**src/hw/rtl/lcdf_pkg.sv**
```systemverilog
// ----------------------------------------------------------------------------
// lcdf_pkg
// shared codes, constants and request descriptor for the lcd write formatter
// ----------------------------------------------------------------------------
package lcdf_pkg;

    localparam logic [2:0] KIND_DATA   = 3'd0;
    localparam logic [2:0] KIND_CMD    = 3'd1;
    localparam logic [2:0] KIND_CURSOR = 3'd2;
    localparam logic [2:0] KIND_NUMBER = 3'd3;
    localparam logic [2:0] KIND_INIT   = 3'd4;

    localparam logic [7:0] CMD_FUNCTION_SET = 8'h38;
    localparam logic [7:0] CMD_DISPLAY_ON   = 8'h0C;
    localparam logic [7:0] CMD_CLEAR        = 8'h01;
    localparam logic [7:0] DDRAM_BASE       = 8'h80;
    localparam logic [7:0] ROW1_OFFSET      = 8'h40;
    localparam logic [7:0] ASCII_ZERO       = 8'h30;
    localparam logic [7:0] ASCII_MINUS      = 8'h2D;

    localparam int MAG_W       = 32;
    localparam int NUM_DIGITS  = 10;
    localparam int BCD_W       = 4 * NUM_DIGITS;
    localparam int STEP_W      = $clog2(MAG_W);
    localparam int DCNT_W      = $clog2(NUM_DIGITS + 1);
    localparam int QUEUE_DEPTH = 2;
    localparam int QPTR_W      = $clog2(QUEUE_DEPTH);
    localparam int QCNT_W      = $clog2(QUEUE_DEPTH + 1);
    localparam int INIT_LEN    = 3;
    localparam int INIT_W      = $clog2(INIT_LEN);

    typedef enum logic [1:0] {
        OP_SINGLE = 2'd0,
        OP_INIT   = 2'd1,
        OP_NUMBER = 2'd2
    } op_t;

    typedef struct packed {
        op_t              op;
        logic             is_data;
        logic [7:0]       byte_value;
        logic             neg;
        logic [BCD_W-1:0] bcd;
    } desc_t;

    function automatic logic [7:0] init_byte(input logic [INIT_W-1:0] step);
        logic [7:0] b;
        case (step)
            INIT_W'(0): b = CMD_FUNCTION_SET;
            INIT_W'(1): b = CMD_DISPLAY_ON;
            default:    b = CMD_CLEAR;
        endcase
        return b;
    endfunction

endpackage

```
**src/hw/rtl/lcdf_front.sv**
```systemverilog
// ----------------------------------------------------------------------------
// lcdf_front
// takes requests, classifies them and converts integers to bcd
// ----------------------------------------------------------------------------
module lcdf_front (
    input  logic                clk,
    input  logic                rst_n,
    input  logic                start,
    input  logic [2:0]          kind,
    input  logic [7:0]          byte_value,
    input  logic                row,
    input  logic [5:0]          column,
    input  logic signed [31:0]  number,
    input  logic                q_full,
    output logic                busy,
    output logic                push,
    output lcdf_pkg::desc_t     push_desc
);

    typedef enum logic [2:0] {
        F_IDLE = 3'b001,
        F_CONV = 3'b010,
        F_DONE = 3'b100
    } fstate_t;

    fstate_t                          state_reg, state_next;
    logic [lcdf_pkg::MAG_W-1:0]       mag_reg, mag_next;
    logic [lcdf_pkg::BCD_W-1:0]       bcd_reg, bcd_next;
    logic                             neg_reg, neg_next;
    logic [lcdf_pkg::STEP_W-1:0]      step_reg, step_next;

    logic                             accept;
    logic [lcdf_pkg::MAG_W-1:0]       mag_in;
    logic [lcdf_pkg::BCD_W-1:0]       bcd_adj;
    logic [7:0]                       cursor_byte;
    logic                             direct_kind;

    assign busy   = (state_reg != F_IDLE) || q_full;
    assign accept = start && !busy;
    assign mag_in = number[31] ? (~number + 32'd1) : number;
    assign cursor_byte = lcdf_pkg::DDRAM_BASE + (row ? lcdf_pkg::ROW1_OFFSET : 8'd0)
                       + {2'b00, column};
    assign direct_kind = (kind == lcdf_pkg::KIND_DATA) || (kind == lcdf_pkg::KIND_CMD)
                      || (kind == lcdf_pkg::KIND_CURSOR) || (kind == lcdf_pkg::KIND_INIT);

    // add-3 on each digit ahead of the shift
    always_comb
    begin
        logic [3:0] d;
        bcd_adj = bcd_reg;
        for (int i = 0; i < lcdf_pkg::NUM_DIGITS; i++)
        begin
            d = bcd_reg[4*i +: 4];
            bcd_adj[4*i +: 4] = (d >= 4'd5) ? d + 4'd3 : d;
        end
    end

    always_comb
    begin
        state_next = state_reg;
        mag_next   = mag_reg;
        bcd_next   = bcd_reg;
        neg_next   = neg_reg;
        step_next  = step_reg;
        push       = 1'b0;
        push_desc.op         = lcdf_pkg::OP_SINGLE;
        push_desc.is_data    = 1'b0;
        push_desc.byte_value = byte_value;
        push_desc.neg        = neg_reg;
        push_desc.bcd        = bcd_reg;
        case (state_reg)
            F_IDLE:
            begin
                if (accept)
                begin
                    case (kind)
                        lcdf_pkg::KIND_DATA:
                        begin
                            push_desc.is_data = 1'b1;
                        end
                        lcdf_pkg::KIND_CURSOR:
                        begin
                            push_desc.byte_value = cursor_byte;
                        end
                        lcdf_pkg::KIND_INIT:
                        begin
                            push_desc.op = lcdf_pkg::OP_INIT;
                        end
                        lcdf_pkg::KIND_NUMBER:
                        begin
                            mag_next   = mag_in;
                            bcd_next   = '0;
                            neg_next   = number[31];
                            step_next  = '0;
                            state_next = F_CONV;
                        end
                        default:
                        begin
                            push_desc.is_data = 1'b0;
                        end
                    endcase
                    push = direct_kind;
                end
            end
            F_CONV:
            begin
                bcd_next  = {bcd_adj[lcdf_pkg::BCD_W-2:0], mag_reg[lcdf_pkg::MAG_W-1]};
                mag_next  = {mag_reg[lcdf_pkg::MAG_W-2:0], 1'b0};
                step_next = step_reg + 1'b1;
                if (step_reg == lcdf_pkg::STEP_W'(lcdf_pkg::MAG_W - 1))
                begin
                    state_next = F_DONE;
                end
            end
            F_DONE:
            begin
                push_desc.op      = lcdf_pkg::OP_NUMBER;
                push_desc.is_data = 1'b1;
                if (!q_full)
                begin
                    push       = 1'b1;
                    state_next = F_IDLE;
                end
            end
            default:
            begin
                state_next = F_IDLE;
            end
        endcase
    end

    always_ff @(posedge clk or negedge rst_n)
    begin
        if (!rst_n)
        begin
            state_reg <= F_IDLE;
        end
        else
        begin
            state_reg <= state_next;
        end
    end

    always_ff @(posedge clk)
    begin
        mag_reg  <= mag_next;
        bcd_reg  <= bcd_next;
        neg_reg  <= neg_next;
        step_reg <= step_next;
    end

endmodule

```
**src/hw/rtl/lcdf_queue.sv**
```systemverilog
// ----------------------------------------------------------------------------
// lcdf_queue
// short fifo of classified requests between front and back
// ----------------------------------------------------------------------------
module lcdf_queue (
    input  logic            clk,
    input  logic            rst_n,
    input  logic            push,
    input  lcdf_pkg::desc_t push_desc,
    input  logic            pop,
    output logic            full,
    output logic            empty,
    output lcdf_pkg::desc_t head
);

    lcdf_pkg::desc_t                 mem [lcdf_pkg::QUEUE_DEPTH];
    logic [lcdf_pkg::QPTR_W-1:0]     wr_ptr_reg, wr_ptr_next;
    logic [lcdf_pkg::QPTR_W-1:0]     rd_ptr_reg, rd_ptr_next;
    logic [lcdf_pkg::QCNT_W-1:0]     count_reg, count_next;

    assign full  = (count_reg == lcdf_pkg::QCNT_W'(lcdf_pkg::QUEUE_DEPTH));
    assign empty = (count_reg == '0);
    assign head  = mem[rd_ptr_reg];

    always_comb
    begin
        wr_ptr_next = wr_ptr_reg;
        rd_ptr_next = rd_ptr_reg;
        count_next  = count_reg;
        if (push)
        begin
            wr_ptr_next = (wr_ptr_reg == lcdf_pkg::QPTR_W'(lcdf_pkg::QUEUE_DEPTH - 1))
                        ? '0 : wr_ptr_reg + 1'b1;
        end
        if (pop)
        begin
            rd_ptr_next = (rd_ptr_reg == lcdf_pkg::QPTR_W'(lcdf_pkg::QUEUE_DEPTH - 1))
                        ? '0 : rd_ptr_reg + 1'b1;
        end
        if (push && !pop)
        begin
            count_next = count_reg + 1'b1;
        end
        else if (pop && !push)
        begin
            count_next = count_reg - 1'b1;
        end
    end

    always_ff @(posedge clk or negedge rst_n)
    begin
        if (!rst_n)
        begin
            wr_ptr_reg <= '0;
            rd_ptr_reg <= '0;
            count_reg  <= '0;
        end
        else
        begin
            wr_ptr_reg <= wr_ptr_next;
            rd_ptr_reg <= rd_ptr_next;
            count_reg  <= count_next;
        end
    end

    always_ff @(posedge clk)
    begin
        if (push)
        begin
            mem[wr_ptr_reg] <= push_desc;
        end
    end

endmodule

```
**src/hw/rtl/lcdf_back.sv**
```systemverilog
// ----------------------------------------------------------------------------
// lcdf_back
// serializes queued requests into single bus writes
// ----------------------------------------------------------------------------
module lcdf_back (
    input  logic            clk,
    input  logic            rst_n,
    input  logic            q_empty,
    input  lcdf_pkg::desc_t head,
    output logic            pop,
    output logic            strobe,
    output logic            is_data,
    output logic [7:0]      bus_byte,
    output logic            last
);

    typedef enum logic [5:0] {
        B_IDLE   = 6'b000001,
        B_SINGLE = 6'b000010,
        B_INIT   = 6'b000100,
        B_MINUS  = 6'b001000,
        B_SKIP   = 6'b010000,
        B_DIGITS = 6'b100000
    } bstate_t;

    bstate_t                        state_reg, state_next;
    logic                           kind_data_reg, kind_data_next;
    logic [7:0]                     byte_reg, byte_next;
    logic [lcdf_pkg::BCD_W-1:0]     bcd_reg, bcd_next;
    logic [lcdf_pkg::DCNT_W-1:0]    cnt_reg, cnt_next;
    logic [lcdf_pkg::INIT_W-1:0]    init_reg, init_next;
    logic                           strobe_reg, strobe_next;
    logic                           is_data_reg, is_data_next;
    logic [7:0]                     bus_byte_reg, bus_byte_next;
    logic                           last_reg, last_next;

    logic [3:0]                     top_digit;
    logic                           final_digit;
    logic                           final_init;

    assign pop         = (state_reg == B_IDLE) && !q_empty;
    assign top_digit   = bcd_reg[lcdf_pkg::BCD_W-1 -: 4];
    assign final_digit = (cnt_reg == lcdf_pkg::DCNT_W'(1));
    assign final_init  = (init_reg == lcdf_pkg::INIT_W'(lcdf_pkg::INIT_LEN - 1));

    assign strobe   = strobe_reg;
    assign is_data  = is_data_reg;
    assign bus_byte = bus_byte_reg;
    assign last     = last_reg;

    always_comb
    begin
        state_next     = state_reg;
        kind_data_next = kind_data_reg;
        byte_next      = byte_reg;
        bcd_next       = bcd_reg;
        cnt_next       = cnt_reg;
        init_next      = init_reg;
        strobe_next    = 1'b0;
        is_data_next   = is_data_reg;
        bus_byte_next  = bus_byte_reg;
        last_next      = 1'b0;
        case (state_reg)
            B_IDLE:
            begin
                if (pop)
                begin
                    kind_data_next = head.is_data;
                    byte_next      = head.byte_value;
                    bcd_next       = head.bcd;
                    cnt_next       = lcdf_pkg::DCNT_W'(lcdf_pkg::NUM_DIGITS);
                    init_next      = '0;
                    case (head.op)
                        lcdf_pkg::OP_SINGLE: state_next = B_SINGLE;
                        lcdf_pkg::OP_INIT:   state_next = B_INIT;
                        lcdf_pkg::OP_NUMBER: state_next = head.neg ? B_MINUS : B_SKIP;
                        default:             state_next = B_IDLE;
                    endcase
                end
            end
            B_SINGLE:
            begin
                strobe_next   = 1'b1;
                is_data_next  = kind_data_reg;
                bus_byte_next = byte_reg;
                last_next     = 1'b1;
                state_next    = B_IDLE;
            end
            B_INIT:
            begin
                strobe_next   = 1'b1;
                is_data_next  = 1'b0;
                bus_byte_next = lcdf_pkg::init_byte(init_reg);
                last_next     = final_init;
                init_next     = init_reg + 1'b1;
                if (final_init)
                begin
                    state_next = B_IDLE;
                end
            end
            B_MINUS:
            begin
                strobe_next   = 1'b1;
                is_data_next  = 1'b1;
                bus_byte_next = lcdf_pkg::ASCII_MINUS;
                state_next    = B_SKIP;
            end
            // drop leading zero digits, keep at least one
            B_SKIP:
            begin
                if ((top_digit == 4'd0) && !final_digit)
                begin
                    bcd_next = {bcd_reg[lcdf_pkg::BCD_W-5:0], 4'd0};
                    cnt_next = cnt_reg - 1'b1;
                end
                else
                begin
                    state_next = B_DIGITS;
                end
            end
            B_DIGITS:
            begin
                strobe_next   = 1'b1;
                is_data_next  = 1'b1;
                bus_byte_next = lcdf_pkg::ASCII_ZERO + {4'd0, top_digit};
                last_next     = final_digit;
                bcd_next      = {bcd_reg[lcdf_pkg::BCD_W-5:0], 4'd0};
                cnt_next      = cnt_reg - 1'b1;
                if (final_digit)
                begin
                    state_next = B_IDLE;
                end
            end
            default:
            begin
                state_next = B_IDLE;
            end
        endcase
    end

    always_ff @(posedge clk or negedge rst_n)
    begin
        if (!rst_n)
        begin
            state_reg  <= B_IDLE;
            strobe_reg <= 1'b0;
            last_reg   <= 1'b0;
        end
        else
        begin
            state_reg  <= state_next;
            strobe_reg <= strobe_next;
            last_reg   <= last_next;
        end
    end

    always_ff @(posedge clk)
    begin
        kind_data_reg <= kind_data_next;
        byte_reg      <= byte_next;
        bcd_reg       <= bcd_next;
        cnt_reg       <= cnt_next;
        init_reg      <= init_next;
        is_data_reg   <= is_data_next;
        bus_byte_reg  <= bus_byte_next;
    end

endmodule

```
**src/hw/rtl/char_lcd_write_formatter.sv**
```systemverilog
// ----------------------------------------------------------------------------
// char_lcd_write_formatter
// turns display requests into tagged 8-bit character lcd bus writes
//
//   channel   handshake        payload
//   request   start / busy     kind, byte_value, row, column, number
//   write     strobe           is_data, bus_byte, last
//
// integer requests: busy after acceptance through a 32-step bcd conversion
// and a hand-off state; other kinds are pushed to the queue as they are accepted.
// the back fetches each request in its idle state, then makes its writes; an
// integer also passes a state that drops leading zeros between sign and digits.
// busy also rises while the two-entry queue is full; writes cannot be held off.
// reset clears all control state; nothing needs a clearing pass.
// ----------------------------------------------------------------------------
module char_lcd_write_formatter (
    input  logic               clk,
    input  logic               rst_n,
    input  logic               start,
    output logic               busy,
    input  logic [2:0]         kind,
    input  logic [7:0]         byte_value,
    input  logic               row,
    input  logic [5:0]         column,
    input  logic signed [31:0] number,
    output logic               strobe,
    output logic               is_data,
    output logic [7:0]         bus_byte,
    output logic               last
);

    logic            q_full;
    logic            q_empty;
    logic            push;
    logic            pop;
    lcdf_pkg::desc_t push_desc;
    lcdf_pkg::desc_t head;

    lcdf_front u_front (
        .clk        (clk),
        .rst_n      (rst_n),
        .start      (start),
        .kind       (kind),
        .byte_value (byte_value),
        .row        (row),
        .column     (column),
        .number     (number),
        .q_full     (q_full),
        .busy       (busy),
        .push       (push),
        .push_desc  (push_desc)
    );

    lcdf_queue u_queue (
        .clk       (clk),
        .rst_n     (rst_n),
        .push      (push),
        .push_desc (push_desc),
        .pop       (pop),
        .full      (q_full),
        .empty     (q_empty),
        .head      (head)
    );

    lcdf_back u_back (
        .clk      (clk),
        .rst_n    (rst_n),
        .q_empty  (q_empty),
        .head     (head),
        .pop      (pop),
        .strobe   (strobe),
        .is_data  (is_data),
        .bus_byte (bus_byte),
        .last     (last)
    );

endmodule

```
**config.mk**
```make
export PLATFORM = sky130hd
export DESIGN_NAME = char_lcd_write_formatter
export DESIGN_NICKNAME = d
export VERILOG_FILES = /design/src/hw/rtl/lcdf_pkg.sv /design/src/hw/rtl/lcdf_front.sv /design/src/hw/rtl/lcdf_queue.sv /design/src/hw/rtl/lcdf_back.sv /design/src/hw/rtl/char_lcd_write_formatter.sv
export SDC_FILE = /design/constraint.sdc
export NUM_CORES = 1
export LEC_CHECK = 0
export BUFFER_PORTS_ARGS = -buffer_cell sky130_fd_sc_hd__buf_2
export CORE_ASPECT_RATIO = 0.5
export CORE_MARGIN = 5
export CORE_UTILIZATION = 23
export CTS_CLUSTER_SIZE = 24
export DETAILED_ROUTE_END_ITERATION = 10
export PLACE_DENSITY_LB_ADDON = 0.3
export SLEW_MARGIN = 0
export SYNTH_ARGS = -nofsm -noshare
export SYNTH_HDL_FRONTEND = slang
export SYNTH_SLANG_ARGS = --single-unit
export TNS_END_PERCENT = 100
```
**constraint.sdc**
```tcl
create_clock -name clk -period 5.8 [get_ports clk]
set_clock_uncertainty 0.1 [all_clocks]
set_input_delay 1.16 -clock clk [delete_from_list [all_inputs] [get_ports clk]]
set_output_delay 1.16 -clock clk [all_outputs]
set_load 0.01 [all_outputs]
```
==> reports/metrics.csv <==
stage;metric;value;unit
final_layout;leading cell types in the layout, fill and taps excluded;edfxtp_1 (246), nand2_1 (112), o21ai_0 (73), nor2_1 (70), buf_2 (64);
clock_tree;total CTS buffers;27;
final_layout;fin area;13800;µm²
worst_setup_path;Crit path arrival time;3740;ps
power_and_ir_drop;Leakage Power;4.81;nW
sta;RSZ-0062 raised after global routing;false;
worst_setup_path;CP Class;reg2reg;
detailed_routing;metal3 WL;646;µm
clock_tree;clk sink count;261;
yosys;register area share after synthesis;66.3;%
final_layout;Final Core Density;27.4;%
clock_tree;clk root buf;clkbuf_16;
global_route;GRT Util Overall;7.69;%
detailed_routing;TritonRoute pass-1 iters;5;
final_layout;Largest register FFs;104;
detailed_routing;Vias per Instance;4.13;
worst_setup_path;worst-path maximum fanout;79;
yosys;syn avg cell area;12.9;µm²
sta;Worst Hold Slack;414;ps
yosys;Post-Syn Area;11700;µm²
final_layout;Nets;1058;
final_layout;commonest non-fill, non-tap cell in the layout;edfxtp_1;
clock_tree;post_cts resized;0;
sta;setup_tns;0;ps
final_layout;layout cells sized above 1;14.5;%
detailed_routing;uppermost layer routed;met4;
power_and_ir_drop;PwrDens;411;nW/µm²
sta;fin crit share;63.5;%
die;Rows;58;
final_layout;layout overhead on the synthesized area;17.5;%
yosys;Synth cell types;54;
flow_run;max cap viols;0;
clock_tree;htree depth;1;
yosys;Cells after Synth;907;
worst_setup_path;reg-to-reg slack, setup;2120;ps
global_route;total gr overflow;0;
placement;# port buffers;64;
sta;Max Clk Rate;272;MHz
detailed_routing;routed vias;6961;
clock_tree;clk buf depth;3;
clock_tree;clock-pin slew on the worst setup and hold paths;60;ps
die;die width;329;µm
placement;Placed Area;12800;µm²
worst_setup_path;Critical Path RT;5850;ps
placement;placed wire-length estimate;14.3;mm
clock_tree;TritonCTS clock tree;done;
detailed_routing;post-DR wirelength/cell;12.9;µm
detailed_routing;Iteration-0 DRC Markers;417;
worst_setup_path;crit end category;flip-flop;
detailed_routing;# DRC;0;
global_route;largest net degree at the start of global routing;80;
yosys;Synth Register Bits;261;
power_and_ir_drop;VDD IR-drop max;0.246;mV
yosys;ranking of synthesized cells by area;edfxtp_1 (63%), nand2_1 (3.6%), mux2i_1 (3.6%), ha_1 (3.2%), xor2_1 (3.1%);
yosys;cell taking the most area after synthesis;edfxtp_1;
detailed_routing;metal2 WL;10.9;mm
sta;Rel. slew slack;23.8;%
global_route;initial antenna violation count;0;
global_route;first-pass GRT wire length;36.0;mm
sta;Hold Vio Cnt, Final;0;
clock_tree;post-CTS setup buffer count;0;
sta;Worst Tran Pin Value;1140;ps
outcome;status;completed;
detailed_routing;M1 wire length;9.88;mm
clock_tree;hold_buf cts;0;
sta;post-layout min period;3680;ps
die;initial core utilization;23.3;%
die;die height;170;µm
die;core area;50300;µm²
power_and_ir_drop;Tot Pwr;0.00566;W
detailed_routing;final wirelength;21.8;mm
global_route;vias in the first global route;7087;
yosys;Mapped Nets;990;
min_path;HP Class;reg2reg;
detailed_routing;post-route ant nets;0;
final_layout;# diodes;0;
placement;GPL Wtd Cong;0.784;
die;full die area;55800;µm²
sta;setup violators final;0;
yosys;share of the synthesized area in the top cell type;63.1;%
worst_setup_path;Startpoint Class;flip-flop;
sta;Slew Limit Fails;0;
clock_tree;clk_lat worst skew;550;ps
yosys;synth warn;0;
die;num ports;65;
==> per-stage QoR <==
stage	std cells	worst slack [ps]
after CTS	1686	2000
after global placement	1636	2140
after global routing	1686	1810
final	1686	2120
after detailed placement	1636	2010
after floorplan	907	1220
==> worst paths after layout <==
| path | start | to | cells after the start |
|---|---|---|---|
| setup reg to reg | u_back.state_reg[1]$_DFFE_PN0P_ | u_back.bcd_reg[8]$_DFFE_PP_ | 5 |
| max in group asynchronous | rst_n | u_back.state_reg[0]$_DFFE_PN1P_ | 1 |
| setup / recovery | u_back.state_reg[1]$_DFFE_PN0P_ | u_back.bcd_reg[8]$_DFFE_PP_ | 5 |
| hold / removal | u_front.mag_reg[30]$_DFFE_PP_ | u_front.mag_reg[31]$_DFFE_PP_ | 2 |
| hold reg to reg | u_front.mag_reg[30]$_DFFE_PP_ | u_front.mag_reg[31]$_DFFE_PP_ | 2 |
| min in group asynchronous | rst_n | u_front.state_reg[1]$_DFFE_PN0P_ | 1 |
==> per-layer routing <==
metal,GRT usage [%],vias up
met4,1.96,0
met5,0,-
met1,9.74,3394
met3,1.41,30
li1,-,3448
met2,13.7,89
==> kinds of logic (layout without fill, tap and decap cells) <==
logic type | count (synthesis) | in the layout | share of synthesized area (%)
buf+inv | 66 | 155 | 2.34
flops | 261 | 261 | 66.3
xor+xnor | 59 | 59 | 4.41
simple gates | 276 | 276 | 11.1
fa+ha+maj | 31 | 31 | 3.29
mux | 58 | 58 | 5.13
compound gates | 156 | 156 | 7.41
==> worst max-delay path, stage by stage, from the launching register on <==
cell and delay, ps:
dfrtp_1 430, or4_4 560, nor3b_4 370, nand2b_2 190, buf_4 520, o221a_2 1070
==> area by class of cell <==
cell class | instances | area [µm²]
clock buffer | 29 | 683
clock inverter | 21 | 241
fill | 5141 | 36500
inverter | 33 | 124
multi-input combinational | 580 | 3700
sequential | 261 | 7770
tap | 690 | 863
timing repair buffer | 72 | 380
==> synthesized netlist by cell type (all sizes together) <==
library cell and count:
nor2b 3, and3b 2, o21ai 84, dfrtp 13, o31ai 9, o22ai 1
o221a 1, clkbuf 22, or4 4, buf 11, nor3b 5, and2 2
or2 1, maj3 1, a21oi 44, a22o 1, nand4bb 1, o32ai 1
a221oi 1, or3 3, a221o 1, dfstp 2, and3 7, mux2i 42
edfxtp 246, o21a 1, nand2b 15, nor2 71, ha 30, o41ai 8
nand3 11, inv 33, or3b 1, o2111ai 1, nand3b 5, xor2 42
mux2 16, xnor2 17, nand4b 1, nand4 2, nand2 113, nor4 10
nor3 16, nor4b 3, a31oi 3
==> where the power goes <==
group          switching (W)  leakage (nW)  internal (W)
logic               0.000702          1.90      0.000382
registers           0.000153          2.46       0.00262
clock network       0.000721         0.461       0.00108
Note: power is estimated with default switching activity, not from simulation.
